`src/rtl/byte_frame_deframer_assert.svh`:
```
// Assertion macros for the byte frame deframer.
// Included by the top level; expands to nothing when SYNTHESIS is defined.
`ifndef BYTE_FRAME_DEFRAMER_ASSERT_SVH
`define BYTE_FRAME_DEFRAMER_ASSERT_SVH

`ifndef SYNTHESIS
`define BFD_ASSERT(lbl, clk, rstn, prop) \
    lbl: assert property (@(posedge clk) disable iff (!(rstn)) (prop)) \
        else $error("bfd assertion failed");
`define BFD_ASSERT_ALWAYS(lbl, clk, prop) \
    lbl: assert property (@(posedge clk) (prop)) \
        else $error("bfd assertion failed");
`else
`define BFD_ASSERT(lbl, clk, rstn, prop)
`define BFD_ASSERT_ALWAYS(lbl, clk, prop)
`endif

`endif

```
`src/rtl/bfd_pkg.sv`:
```
// Types and codes for the byte frame deframer.
// No dependencies; used by byte_frame_deframer.
package bfd_pkg;

    typedef enum logic [2:0] {
        PH_HUNT = 3'd0,
        PH_CTRL = 3'd1,
        PH_SEQ  = 3'd2,
        PH_LEN  = 3'd3,
        PH_CMD  = 3'd4,
        PH_DATA = 3'd5,
        PH_SUM  = 3'd6,
        PH_END  = 3'd7
    } phase_t;

    typedef enum logic [2:0] {
        EV_BUSY    = 3'd0,
        EV_PAYLOAD = 3'd1,
        EV_OK      = 3'd2,
        EV_LEN_ERR = 3'd3,
        EV_SUM_ERR = 3'd4,
        EV_END_ERR = 3'd5
    } event_t;

    localparam logic [1:0] CFG_START_MARK = 2'd0;
    localparam logic [1:0] CFG_END_MARK   = 2'd1;
    localparam logic [1:0] CFG_MAX_LENGTH = 2'd2;

    typedef struct packed {
        logic [7:0] rx_byte;
        logic [2:0] channel;
    } in_beat_t;

    typedef struct packed {
        logic [2:0]  event_kind;
        logic [2:0]  source_channel;
        logic [7:0]  payload_byte;
        logic [15:0] payload_index;
        logic [7:0]  frame_control;
        logic [7:0]  frame_sequence;
        logic [15:0] frame_length;
        logic [15:0] frame_command;
    } out_beat_t;

    typedef struct packed {
        phase_t      parse_phase;
        logic        upper_half_next;
        logic [7:0]  held_control;
        logic [7:0]  held_sequence;
        logic [15:0] held_length;
        logic [15:0] held_command;
        logic [15:0] payload_count;
        logic [7:0]  running_sum;
    } chan_state_t;

endpackage

```
`src/rtl/byte_frame_deframer.sv`:
```
// Byte frame deframer: per-channel frame parser with an additive checksum.
// Depends on bfd_pkg and byte_frame_deframer_assert.svh.
// Path: input register, then result register; back-pressure on m_ready holds both.
// Throughput: one beat per cycle unless m_ready stalls; state read and written same cycle.
// Reset (aresetn low, synchronous): all parsers hunt, held fields zero, config to defaults.
`include "byte_frame_deframer_assert.svh"

module byte_frame_deframer #(
    parameter int CHANNELS = 8
) (
    input  logic                 aclk,
    input  logic                 aresetn,
    input  logic                 s_valid,
    output logic                 s_ready,
    input  bfd_pkg::in_beat_t    s_data,
    output logic                 m_valid,
    input  logic                 m_ready,
    output bfd_pkg::out_beat_t   m_data,
    input  logic                 cfg_valid,
    output logic                 cfg_ready,
    input  logic [1:0]           cfg_index,
    input  logic [15:0]          cfg_data
);

    localparam int IDX_W = (CHANNELS > 1) ? $clog2(CHANNELS) : 1;

    logic [7:0]           start_mark_reg;
    logic [7:0]           end_mark_reg;
    logic [15:0]          max_length_reg;

    logic                 in_valid_reg;
    bfd_pkg::in_beat_t    in_beat_reg;
    logic                 m_valid_reg;
    bfd_pkg::out_beat_t   m_beat_reg;
    bfd_pkg::out_beat_t   m_beat_next;

    bfd_pkg::chan_state_t state_reg [CHANNELS];
    bfd_pkg::chan_state_t cur;
    bfd_pkg::chan_state_t state_next;

    logic                 out_take;
    logic                 advance;
    logic                 in_range;
    logic [3:0]           ch_ext;
    logic [IDX_W-1:0]     idx;
    logic [7:0]           b;
    logic [7:0]           sum_add;
    logic [15:0]          len_full;
    logic [15:0]          cnt_inc;
    bfd_pkg::event_t      kind;
    logic [7:0]           pbyte;
    logic [15:0]          pidx;

    assign cfg_ready = 1'b1;
    assign out_take  = !m_valid_reg || m_ready;
    assign s_ready   = !in_valid_reg || out_take;
    assign advance   = in_valid_reg && out_take;
    assign m_valid   = m_valid_reg;
    assign m_data    = m_beat_reg;

    always_ff @(posedge aclk) begin
        if (!aresetn) begin
            start_mark_reg <= 8'd165;
            end_mark_reg   <= 8'd90;
            max_length_reg <= 16'd1024;
        end else if (cfg_valid) begin
            unique case (cfg_index)
                bfd_pkg::CFG_START_MARK: start_mark_reg <= cfg_data[7:0];
                bfd_pkg::CFG_END_MARK:   end_mark_reg   <= cfg_data[7:0];
                bfd_pkg::CFG_MAX_LENGTH: max_length_reg <= cfg_data;
                default: ;
            endcase
        end
    end

    always_ff @(posedge aclk) begin
        if (!aresetn) begin
            in_valid_reg <= 1'b0;
            m_valid_reg  <= 1'b0;
        end else begin
            if (s_ready) begin
                in_valid_reg <= s_valid;
            end
            if (out_take) begin
                m_valid_reg <= in_valid_reg;
            end
        end
    end

    always_ff @(posedge aclk) begin
        if (s_valid && s_ready) begin
            in_beat_reg <= s_data;
        end
        if (advance) begin
            m_beat_reg <= m_beat_next;
        end
    end

    always_ff @(posedge aclk) begin
        if (!aresetn) begin
            for (int i = 0; i < CHANNELS; i++) begin
                state_reg[i] <= '0;
            end
        end else if (advance && in_range) begin
            state_reg[idx] <= state_next;
        end
    end

    assign b        = in_beat_reg.rx_byte;
    assign ch_ext   = {1'b0, in_beat_reg.channel};
    assign idx      = ch_ext[IDX_W-1:0];
    assign in_range = {2'b00, in_beat_reg.channel} < 5'(CHANNELS);
    assign cur      = in_range ? state_reg[idx] : '0;
    assign sum_add  = cur.running_sum + b;
    assign len_full = {b, cur.held_length[7:0]};
    assign cnt_inc  = cur.payload_count + 16'd1;

    always_comb begin
        state_next = cur;
        kind       = bfd_pkg::EV_BUSY;
        pbyte      = 8'd0;
        pidx       = 16'd0;
        unique case (cur.parse_phase)
            bfd_pkg::PH_HUNT: begin
                if (b == start_mark_reg) begin
                    state_next.parse_phase     = bfd_pkg::PH_CTRL;
                    state_next.running_sum     = b;
                    state_next.upper_half_next = 1'b0;
                end
            end
            bfd_pkg::PH_CTRL: begin
                state_next.held_control = b;
                state_next.running_sum  = sum_add;
                state_next.parse_phase  = bfd_pkg::PH_SEQ;
            end
            bfd_pkg::PH_SEQ: begin
                state_next.held_sequence   = b;
                state_next.running_sum     = sum_add;
                state_next.parse_phase     = bfd_pkg::PH_LEN;
                state_next.upper_half_next = 1'b0;
            end
            bfd_pkg::PH_LEN: begin
                state_next.running_sum = sum_add;
                if (!cur.upper_half_next) begin
                    state_next.held_length     = {8'd0, b};
                    state_next.upper_half_next = 1'b1;
                end else begin
                    state_next.held_length     = len_full;
                    state_next.upper_half_next = 1'b0;
                    if (len_full < 16'd2 || len_full > max_length_reg) begin
                        state_next.parse_phase = bfd_pkg::PH_HUNT;
                        kind                   = bfd_pkg::EV_LEN_ERR;
                    end else begin
                        state_next.parse_phase = bfd_pkg::PH_CMD;
                    end
                end
            end
            bfd_pkg::PH_CMD: begin
                state_next.running_sum = sum_add;
                if (!cur.upper_half_next) begin
                    state_next.held_command    = {8'd0, b};
                    state_next.upper_half_next = 1'b1;
                end else begin
                    state_next.held_command    = {b, cur.held_command[7:0]};
                    state_next.upper_half_next = 1'b0;
                    state_next.payload_count   = 16'd0;
                    state_next.parse_phase     = (cur.held_length == 16'd2) ?
                                                 bfd_pkg::PH_SUM : bfd_pkg::PH_DATA;
                end
            end
            bfd_pkg::PH_DATA: begin
                state_next.running_sum   = sum_add;
                state_next.payload_count = cnt_inc;
                kind                     = bfd_pkg::EV_PAYLOAD;
                pbyte                    = b;
                pidx                     = cur.payload_count;
                if (({1'b0, cnt_inc} + 17'd2) >= {1'b0, cur.held_length}) begin
                    state_next.parse_phase = bfd_pkg::PH_SUM;
                end
            end
            bfd_pkg::PH_SUM: begin
                if (b != cur.running_sum) begin
                    state_next.parse_phase = bfd_pkg::PH_HUNT;
                    kind                   = bfd_pkg::EV_SUM_ERR;
                end else begin
                    state_next.parse_phase = bfd_pkg::PH_END;
                end
            end
            bfd_pkg::PH_END: begin
                state_next.parse_phase = bfd_pkg::PH_HUNT;
                kind = (b == end_mark_reg) ? bfd_pkg::EV_OK : bfd_pkg::EV_END_ERR;
            end
        endcase
    end

    always_comb begin
        m_beat_next                = '0;
        m_beat_next.source_channel = in_beat_reg.channel;
        if (in_range) begin
            m_beat_next.event_kind     = kind;
            m_beat_next.payload_byte   = pbyte;
            m_beat_next.payload_index  = pidx;
            m_beat_next.frame_control  = state_next.held_control;
            m_beat_next.frame_sequence = state_next.held_sequence;
            m_beat_next.frame_length   = state_next.held_length;
            m_beat_next.frame_command  = state_next.held_command;
        end
    end

    `BFD_ASSERT_ALWAYS(a_no_beat_after_reset, aclk, !aresetn |=> !m_valid_reg)
    `BFD_ASSERT(a_in_hold_on_stall, aclk, aresetn, (in_valid_reg && !out_take) |=> (in_valid_reg && $stable(in_beat_reg)))
    `BFD_ASSERT(a_index_in_frame, aclk, aresetn, (m_valid_reg && m_beat_reg.event_kind == bfd_pkg::EV_PAYLOAD) |-> (({1'b0, m_beat_reg.payload_index} + 17'd2) < {1'b0, m_beat_reg.frame_length}))
    `BFD_ASSERT(a_idle_channel_busy, aclk, aresetn, (m_valid_reg && ({2'b00, m_beat_reg.source_channel} >= 5'(CHANNELS))) |-> (m_beat_reg.event_kind == bfd_pkg::EV_BUSY))

endmodule
```
`config.mk`:
```
export PLATFORM = sky130hd
export DESIGN_NAME = byte_frame_deframer
export DESIGN_NICKNAME = d
export VERILOG_FILES = /design/src/rtl/bfd_pkg.sv /design/src/rtl/byte_frame_deframer.sv
export VERILOG_INCLUDE_DIRS = /design/src /design/src/rtl
export SDC_FILE = /design/constraint.sdc
export NUM_CORES = 1
export LEC_CHECK = 0
export ABC_CLOCK_PERIOD_IN_PS = 10200
export CORE_MARGIN = 2
export CORE_UTILIZATION = 35
export DETAILED_ROUTE_END_ITERATION = 10
export DONT_BUFFER_PORTS = 1
export PLACE_DENSITY = 0.6
export SYNTH_ARGS = -nofsm -noshare
export SYNTH_HDL_FRONTEND = slang
export SYNTH_SLANG_ARGS = --single-unit
```
`constraint.sdc`:
```
create_clock -name aclk -period 10.2 [get_ports aclk]
set_clock_uncertainty 0.15 [all_clocks]
set_input_delay 0 -clock aclk [delete_from_list [all_inputs] [get_ports aclk]]
set_output_delay 0 -clock aclk [all_outputs]
set_load 0.05 [all_outputs]
```
# After elaboration in Yosys (flattened, before gate mapping)
# Memories as Yosys holds them, arrays and structs flattened. A register that Yosys moved wholly into a read port is not among the register bits.
# Index checks and enable logic that the tools add are counted.
# totals
reg_bits	123
latch_bits	0
ram_bits	608
romBits	0
in_bits	34
out_inout_bits	81
n_memories	1
# classes
add_sub_neg	3
mul	0
n_div	0
n_lt_le_gt_ge	3
n_eq_ne	13
shift	0
muxes	33
bitwise	0
n_reduce_logical	15
# mem_list
name	words	word_bits	rd	rd_ports_with_merged_regs	wr	line	text
state_reg	8	76	1	1	8	byte_frame_deframer.sv:37	bfd_pkg::chan_state_t state_reg [CHANNELS];
# op_table
op	n
16-bit 2-to-1 mux	5
76-bit 2-to-1 mux	1
76-bit OR reduction	1
16-bit one-hot mux with 2 select lines	1
3-bit 2-to-1 mux	9
8-bit 2-to-1 mux	3
3-bit one-hot mux with 8 select lines	1
16-bit by 2-bit adder with 17-bit output (second input constant)	1
17-bit by 16-bit >= comparator with 1-bit output	1
16-bit by 1-bit adder with 16-bit output (second input constant)	1
16-bit by 2-bit == test with 1-bit output (second input constant)	1
8-bit == test	2
16-bit > comparator	1
16-bit by 2-bit < comparator with 1-bit output (second input constant)	1
8-bit one-hot mux with 2 select lines	1
3-bit == test (second input constant)	4
3-bit one-hot mux with 4 select lines	1
8-bit adder	1
8-bit inequality test	1
3-bit by 2-bit == test with 1-bit output (second input constant)	2
1-bit 2-to-1 mux	6
2-bit 2-to-1 mux	3
2-bit AND reduction	3
5-bit OR reduction	1
11 further kinds	15

# Longest topological paths before layout
# Gate-level depths: netlist (run 1).
# logic_depth
ltp_word	8
ltp_mapped	26

# Worst setup path before layout (run 1)
# No wires, ideal clock.
# synth_path
path_type	flip-flop to flip-flop
start	register m_valid_reg, in the netlist m_valid
end	memory state_reg[2][0] in the netlist's numbering (enable)
setup_ns	0.436
arrival_ns	6.921
setup_slack_ns	2.693
stages_incl_launch_ff	9
path_buffers	2
period_less_slack_ns	7.507
cell_sequence	dfxtp_1 nor2b_1 nor2b_1 nand2_1 nor2_1 nand3b_1 clkbuf_1 clkbuf_1 nand2_1
# synth_lines
item	line	text
start, declared	byte_frame_deframer.sv:33	logic m_valid_reg;
start signal, assigned	byte_frame_deframer.sv:85	m_valid_reg <= in_valid_reg;
end, declared	byte_frame_deframer.sv:37	

==> flow_metrics.py, run 1 <==
metrics = {
    "run_status": {
        "status": "complete, but fails checks",
        "violations": "hold timing",
    },
    "critical_path": {
        "r2r_cells": 17,
        "required_ns": 10.52,
        "crit_path_end_kind": "flop",
        "worstPathCellList": "buf_12, mux4_1, and4_1, a41oi_1, or4_1, o31ai_1, a21oi_1, or2_2, o21ai_0, a211oi_1, ha_1, a2111oi_0, o21ai_0, a21oi_1, a21oi_1, o32a_2, nor2_1",
        "cpPeakStageDelay_ns": 0.90,
        "crit_slowest_cell": "dfxtp_4",
        "crit_top_cell": "a21oi_1",
        "startpoint_type": "flop",
        "crit_buf_inv": 1,
        "r2r_slack_ns": 3.86,
        "r2r_end": "state_reg[3][73]$_SDFFCE_PN0P_",
        "cp_max_fo": 108,
        "crit_arrival_ns": 6.66,
        "cp_top_family": "compound AO/OA/AOI/OAI gates",
        "criticalPathCategory": "flop to flop",
    },
    "placement": {
        "io_buffers": 0,
        "hpwlAfterDp_um": 49200,
        "place_worst_setup_slack_ns": 3.93,
        "placedInstanceArea_sq_um": 34800,
        "place.gp.congestion": 0.846,
    },
    "global_routing": {
        "grt_overflow": 0,
        "grt_max_degree": 109,
        "grt_usage": 0.188,
        "antenna_found_initial": 1,
        "grt_pass1_vias": 21700,
        "grt_first_pass_wirelength_um": 139000,
    },
    "route": {
        "vias_per_cell": 5.45,
        "wl_per_cell_um": 24.0,
        "first_pass_iters": 6,
        "first_iter_violations": 2539,
        "antenna_left": 0,
        "drt-total-wl_um": 93000,
        "drc": 0,
        "vias": 21100,
    },
    "sta": {
        "min_period_ns": 6.34,
        "finalMaxSlewViolations": 0,
        "worst_pin_slew_ns": 1.04,
        "hold_ws_ns": -0.0166,
        "layout_setup_ws_ns": 3.86,
        "setup_tns_ns": 0,
        "max_slew_margin": 0.288,
        "rsz0062_at_grt": "false",
        "finalHoldViolCount": 4,
        "setup_violations": 0,
        "finalCritPeriodShare": 0.621,
        "fmaxAchievable_ghz": 0.158,
    },
    "final_layout": {
        "nets": 2627,
        "drive_gt1_frac": 0.138,
        "fillers": 8737,
        "antennaDiodeCount": 0,
        "syn2layout_area_growth_pct": 14.2,
        "largest_reg_flops": 608,
        "fin_area_sq_um": 38300,
    },
    "logic_synthesis": {
        "synth_cell_types": 82,
        "synth_fp_nets": 2600,
        "synth_edf_count": 697,
        "ys_seq_area_frac": 0.646,
        "yosysTopAreaCell": "edfxtp_1",
        "synth.cells.most_frequent": "697 x edfxtp_1, 678 x nor2_1, 213 x nand2_1",
        "synth_area_leaders": "edfxtp_1 62%, mux4_2 8.5%, nor2_1 7.6%",
        "ys_ff_latch": 734,
        "ys_warn_count": 0,
        "yosys.area.top_type_share": 0.624,
        "ys.flop_type": "edfxtp_1",
        "syn_inst": 2524,
        "synthArstFlopShare": 0,
        "synth_area_sq_um": 33600,
        "yosysMostFrequentCell": "edfxtp_1",
        "avgSynthCellArea_sq_um": 13.3,
    },
    "clock_network": {
        "clockBufferDepth": 3,
        "post-cts-setup-buffers": 0,
        "clkTransAtPathRegs_ns": 0.06,
        "cts_buffers": 80,
        "clock-sinks": 734,
        "htreeDepth": 3,
        "cts_tree": "built",
        "worst_skew_pair.late_latency_ns": 0.64,
        "cts_root_buf": "clkbuf_16",
    },
    "pwr": {
        "ir_drop_mv": 0.122,
        "finalPower_mw": 7.51,
        "power.leakage_nw": 13.8,
        "powerDensity_nw_per_um2": 196,
    },
    "run": {
        "drv_cap": 0,
    },
    "die": {
        "die_w_um": 314,
        "die_h_um": 314,
        "coreArea_sq_um": 95000,
        "start_util": 0.353,
        "rows": 113,
        "io_pins": 115,
        "dieArea_sq_um": 98400,
    },
    "worst_hold_path": {
        "hold_depth": 1,
        "hold_path.class": "input pin to flop",
        "hold_end": "state_reg[3][9]$_SDFFCE_PN0P_",
        "hold_path.startpoint": "aresetn",
    },
}
## logic make-up after synthesis
group / share of synthesized area
adders and majority gates: 0.0162
muxes: 0.128
other: 0.000112
DFF: 0.646
AOI/OAI and AO/OA: 0.0404
buffers and inverters: 0.0332
xor gates and xnor gates: 0.0117
and+or+nand+nor: 0.125
## metal layers
metal,GRT usage,share of wire
met1,0.250,0.41
met3,0.0329,0.080
met5,0,0.00014
met4,0.0598,0.029
met2,0.315,0.48
## what timing repair did
| action | 4_1_cts | 5_1_grt |
|---|---|---|
| gates resized for setup | 0 | 0 |
| hold buffers | 80 | 0 |
| hold endpoints to repair | 62 | 0 |
## through the flow
step	util	std cells
floorplan	-	2524
global placement	0.367	3654
detailed placement	0.367	3654
CTS	0.403	3881
global route	0.403	3881
finish	0.403	3881
## worst max-delay path by stage
| stage | endpoint | slack, ns | depth (start not counted) |
|---|---|---|---|
| floorplan | state_reg[2][0]$_SDFFCE_PN0P_ | 2.69 | 8 |
| global placement | state_reg[1][73]$_SDFFCE_PN0P_ | 3.84 | 17 |
| detailed placement | state_reg[3][73]$_SDFFCE_PN0P_ | 3.93 | 17 |
| CTS | state_reg[3][73]$_SDFFCE_PN0P_ | 3.88 | 17 |
| global route | state_reg[2][74]$_SDFFCE_PN0P_ | 3.30 | 17 |
| finish | state_reg[3][73]$_SDFFCE_PN0P_ | 3.86 | 17 |
## power by group
group	total (mW)	switching, mW	internal (mW)
Combinational	0.951	0.629	0.322
Clock	2.98	1.23	1.75
Sequential	3.58	0.137	3.44
Total	7.51	2.00	5.51
## cells in the final DEF (no fill, tap or decap), drive strengths merged, types with 7 or more instances in the layout
| cell | n |
|---|---|
| nor2b | 16 |
| o21ai | 40 |
| and2 | 14 |
| o21a | 11 |
| xnor2 | 24 |
| bufinv | 10 |
| xor2 | 21 |
| mux4 | 152 |
| nand2 | 213 |
| buf | 40 |
| a22oi | 9 |
| dfxtp | 37 |
| nor4 | 14 |
| a21oi | 49 |
| nor2 | 679 |
| nand4 | 9 |
| clkbuf | 97 |
| mux2 | 13 |
| mux2i | 63 |
| clkinv | 31 |
| a31oi | 7 |
| dlygate4sd3 | 79 |
| edfxtp | 697 |
| nand3 | 28 |
| nand3b | 7 |
| a31o | 16 |
| or2 | 8 |
| a21o | 8 |
| inv | 87 |
| ha | 41 |
| nor3 | 14 |
| a21boi | 15 |
## cell type report
type / instances / area (sq um) / share of cell area
Clock buffer: 97 / 2130 / 0.0556
Clock inverter: 50 / 553 / 0.0144
Inverter: 83 / 312 / 0.00813
Multi-Input combinational cell: 1533 / 10900 / 0.286
Sequential cell: 734 / 21700 / 0.566
Tap cell: 1265 / 1580 / 0.0413
Timing Repair Buffer: 119 / 1120 / 0.0291
No activity file was read; power rests on OpenSTA's default activity.
==> run 2: changes to the inputs <==
--- a/config.mk
+++ b/config.mk
@@ -6,12 +6,12 @@
 export SDC_FILE = /design/constraint.sdc
 export NUM_CORES = 1
 export LEC_CHECK = 0
-export ABC_CLOCK_PERIOD_IN_PS = 10200
+export ABC_CLOCK_PERIOD_IN_PS = 5560
 export CORE_MARGIN = 2
 export CORE_UTILIZATION = 35
 export DETAILED_ROUTE_END_ITERATION = 10
 export DONT_BUFFER_PORTS = 1
-export PLACE_DENSITY = 0.6
+export PLACE_DENSITY = 0.62
 export SYNTH_ARGS = -nofsm -noshare
 export SYNTH_HDL_FRONTEND = slang
 export SYNTH_SLANG_ARGS = --single-unit
==> constraint.sdc (replaced) <==
create_clock -name aclk -period 5.56 [get_ports aclk]
set_clock_uncertainty 0.15 [all_clocks]
set_input_delay 0 -clock aclk [delete_from_list [all_inputs] [get_ports aclk]]
set_output_delay 0 -clock aclk [all_outputs]
set_load 0.05 [all_outputs]
==> flow_metrics.py, run 2 (same netlist as run 1, synthesis figures left out) <==
metrics = {
    "run_status": {
        "status": "complete, but fails checks",
        "violations": "hold timing",
    },
    "sta": {
        "layout_setup_ws_ns": 0.397,
        "finalCritPeriodShare": 0.929,
        "setup_violations": 0,
        "finalHoldViolCount": 10,
        "min_period_ns": 5.16,
        "finalMaxSlewViolations": 0,
        "fmaxAchievable_ghz": 0.194,
        "worst_pin_slew_ns": 1.00,
        "setup_tns_ns": 0,
        "hold_ws_ns": -0.00749,
        "max_slew_margin": 0.331,
        "rsz0062_at_grt": "false",
    },
    "placement": {
        "io_buffers": 0,
        "dp_cells": 3686,
        "place.gp.congestion": 0.876,
        "place_worst_setup_slack_ns": 0.178,
        "hpwlAfterDp_um": 49600,
    },
    "final_layout": {
        "antennaDiodeCount": 0,
        "drive_gt1_frac": 0.149,
        "nets": 2665,
        "fillers": 8778,
        "layout.cells.most_common": "edfxtp_1",
        "syn2layout_area_growth_pct": 14.8,
        "largest_reg_flops": 608,
        "instances_no_fill": 3915,
        "layout_common_cells": "697 x edfxtp_1, 678 x nor2_1, 203 x nand2_1, 127 x mux4_2, 82 x dlygate4sd3_1",
    },
    "clock_network": {
        "clock-sinks": 734,
        "cts_buffers": 80,
        "clockBufferDepth": 3,
        "clkTransAtPathRegs_ns": 0.06,
        "worst_skew_pair.late_latency_ns": 0.64,
        "htreeDepth": 3,
        "cts_tree": "built",
        "cts_root_buf": "clkbuf_16",
    },
    "route": {
        "wl_met1_um": 37600,
        "antenna_left": 0,
        "wl_per_cell_um": 23.6,
        "drt-total-wl_um": 92600,
        "vias_per_cell": 5.42,
        "first_pass_iters": 6,
        "dr_wl_met3_um": 7630,
        "wl_met2_um": 44600,
        "first_iter_violations": 1998,
        "vias": 21200,
        "drc": 0,
        "highest_layer": "met4",
    },
    "critical_path": {
        "criticalPathCategory": "flop to flop",
        "crit_buf_inv": 2,
        "required_ns": 5.75,
        "crit_slowest_cell": "mux4_1",
        "crit_top_cell": "a21oi_1",
        "worstPathCellList": "mux4_1, a21oi_1, inv_1, ha_1, inv_1, or4_1, o32ai_2, nand4_1, or2_2, o21ai_0, a211oi_1, ha_1, a2111oi_2, o21ai_0, a21oi_1, a21oi_1, nor3_4, nor3_1",
        "crit_arrival_ns": 5.35,
        "crit_path_end_kind": "flop",
        "startpoint_type": "flop",
        "cp_max_fo": 9,
        "cp_top_family": "simple AND/OR/NAND/NOR gates",
        "cpPeakStageDelay_ns": 0.62,
    },
    "global_routing": {
        "grt_first_pass_wirelength_um": 138000,
        "grt_pass1_vias": 21900,
        "grt_overflow": 0,
        "grt_max_degree": 77,
        "grt_usage": 0.187,
        "antenna_found_initial": 0,
    },
    "die": {
        "coreArea_sq_um": 95000,
        "start_util": 0.353,
        "rows": 113,
        "die_w_um": 314,
        "io_pins": 115,
        "die_h_um": 314,
        "dieArea_sq_um": 98400,
    },
    "run": {
        "drv_cap": 0,
    },
    "pwr": {
        "ir_drop_mv": 0.209,
        "power.leakage_nw": 13.9,
        "finalPower_mw": 13.5,
        "powerDensity_nw_per_um2": 352,
    },
    "worst_hold_path": {
        "hold_path.class": "input pin to flop",
    },
}
[run 2: routing by layer]
metal | vias to the layer above | track usage
met2 | 904 | 0.308
met5 | - | 0
met4 | 0 | 0.0614
met1 | 10900 | 0.246
li1 | 9261 | -
met3 | 170 | 0.0389
[run 2: timing repair]
| item | 4_1_cts | 5_1_grt |
|---|---|---|
| endpoints found under the setup margin | 0 | 42 |
| buffers inserted | 0 | 2 |
| gates resized for setup | 0 | 10 |
| hold endpoints to repair | 109 | 0 |
| hold buffers | 83 | 0 |
[run 2: worst reg2reg max path: stages, from the launching register on]
cell       delay, ns
dfxtp_4         0.42
mux4_1          0.62
a21oi_1         0.22
inv_1           0.09
ha_1            0.30
inv_1           0.07
or4_1           0.54
o32ai_2         0.18
nand4_1         0.20
or2_2           0.37
o21ai_0         0.17
a211oi_1        0.07
ha_1            0.32
a2111oi_2       0.31
o21ai_0         0.14
a21oi_1         0.14
a21oi_1         0.16
nor3_4          0.32
nor3_1          0.09
[run 2: layout make-up]
type                       instances  area, sq um  area share
clock buffer                      92         2050      0.0531
clock inverter                    51          482      0.0125
inverter                          83          312     0.00809
multi-input combinational       1533        11000       0.285
sequential                       734        21700       0.563
tap                             1265         1580      0.0411
timing repair buffer             157         1450      0.0376
[run 2: stage by stage]
step | utilization | area (sq um) | hold slack, ns
after floorplan | - | 33600 | -0.0511
after CTS | 0.405 | 38400 | 0.00651
after detailed placement | 0.369 | 35100 | -0.0594
final | 0.406 | 38500 | -0.00749
after global placement | 0.369 | 35100 | -0.0628
after global routing | 0.406 | 38500 | 0.0207
[run 2: power breakdown]
group | internal (mW) | switching [mW]
clock | 2.98 | 2.22
combinational | 0.632 | 1.18
sequential | 6.31 | 0.228
total | 9.92 | 3.63
[run 2: path summary, 6_finish.rpt]
check	from	end	slack, ns	cells after the start
hold reg to reg	max_length_reg[7]$_SDFFE_PN0P_	max_length_reg[7]$_SDFFE_PN0P_	0.31	2
setup / recovery	flop	state_reg[5][74]$_SDFFCE_PN0P_	0.40	18
setup reg to reg	flop	state_reg[5][74]$_SDFFCE_PN0P_	0.40	18
hold / removal	aresetn	state_reg[5][9]$_SDFFCE_PN0P_	-0.007	1
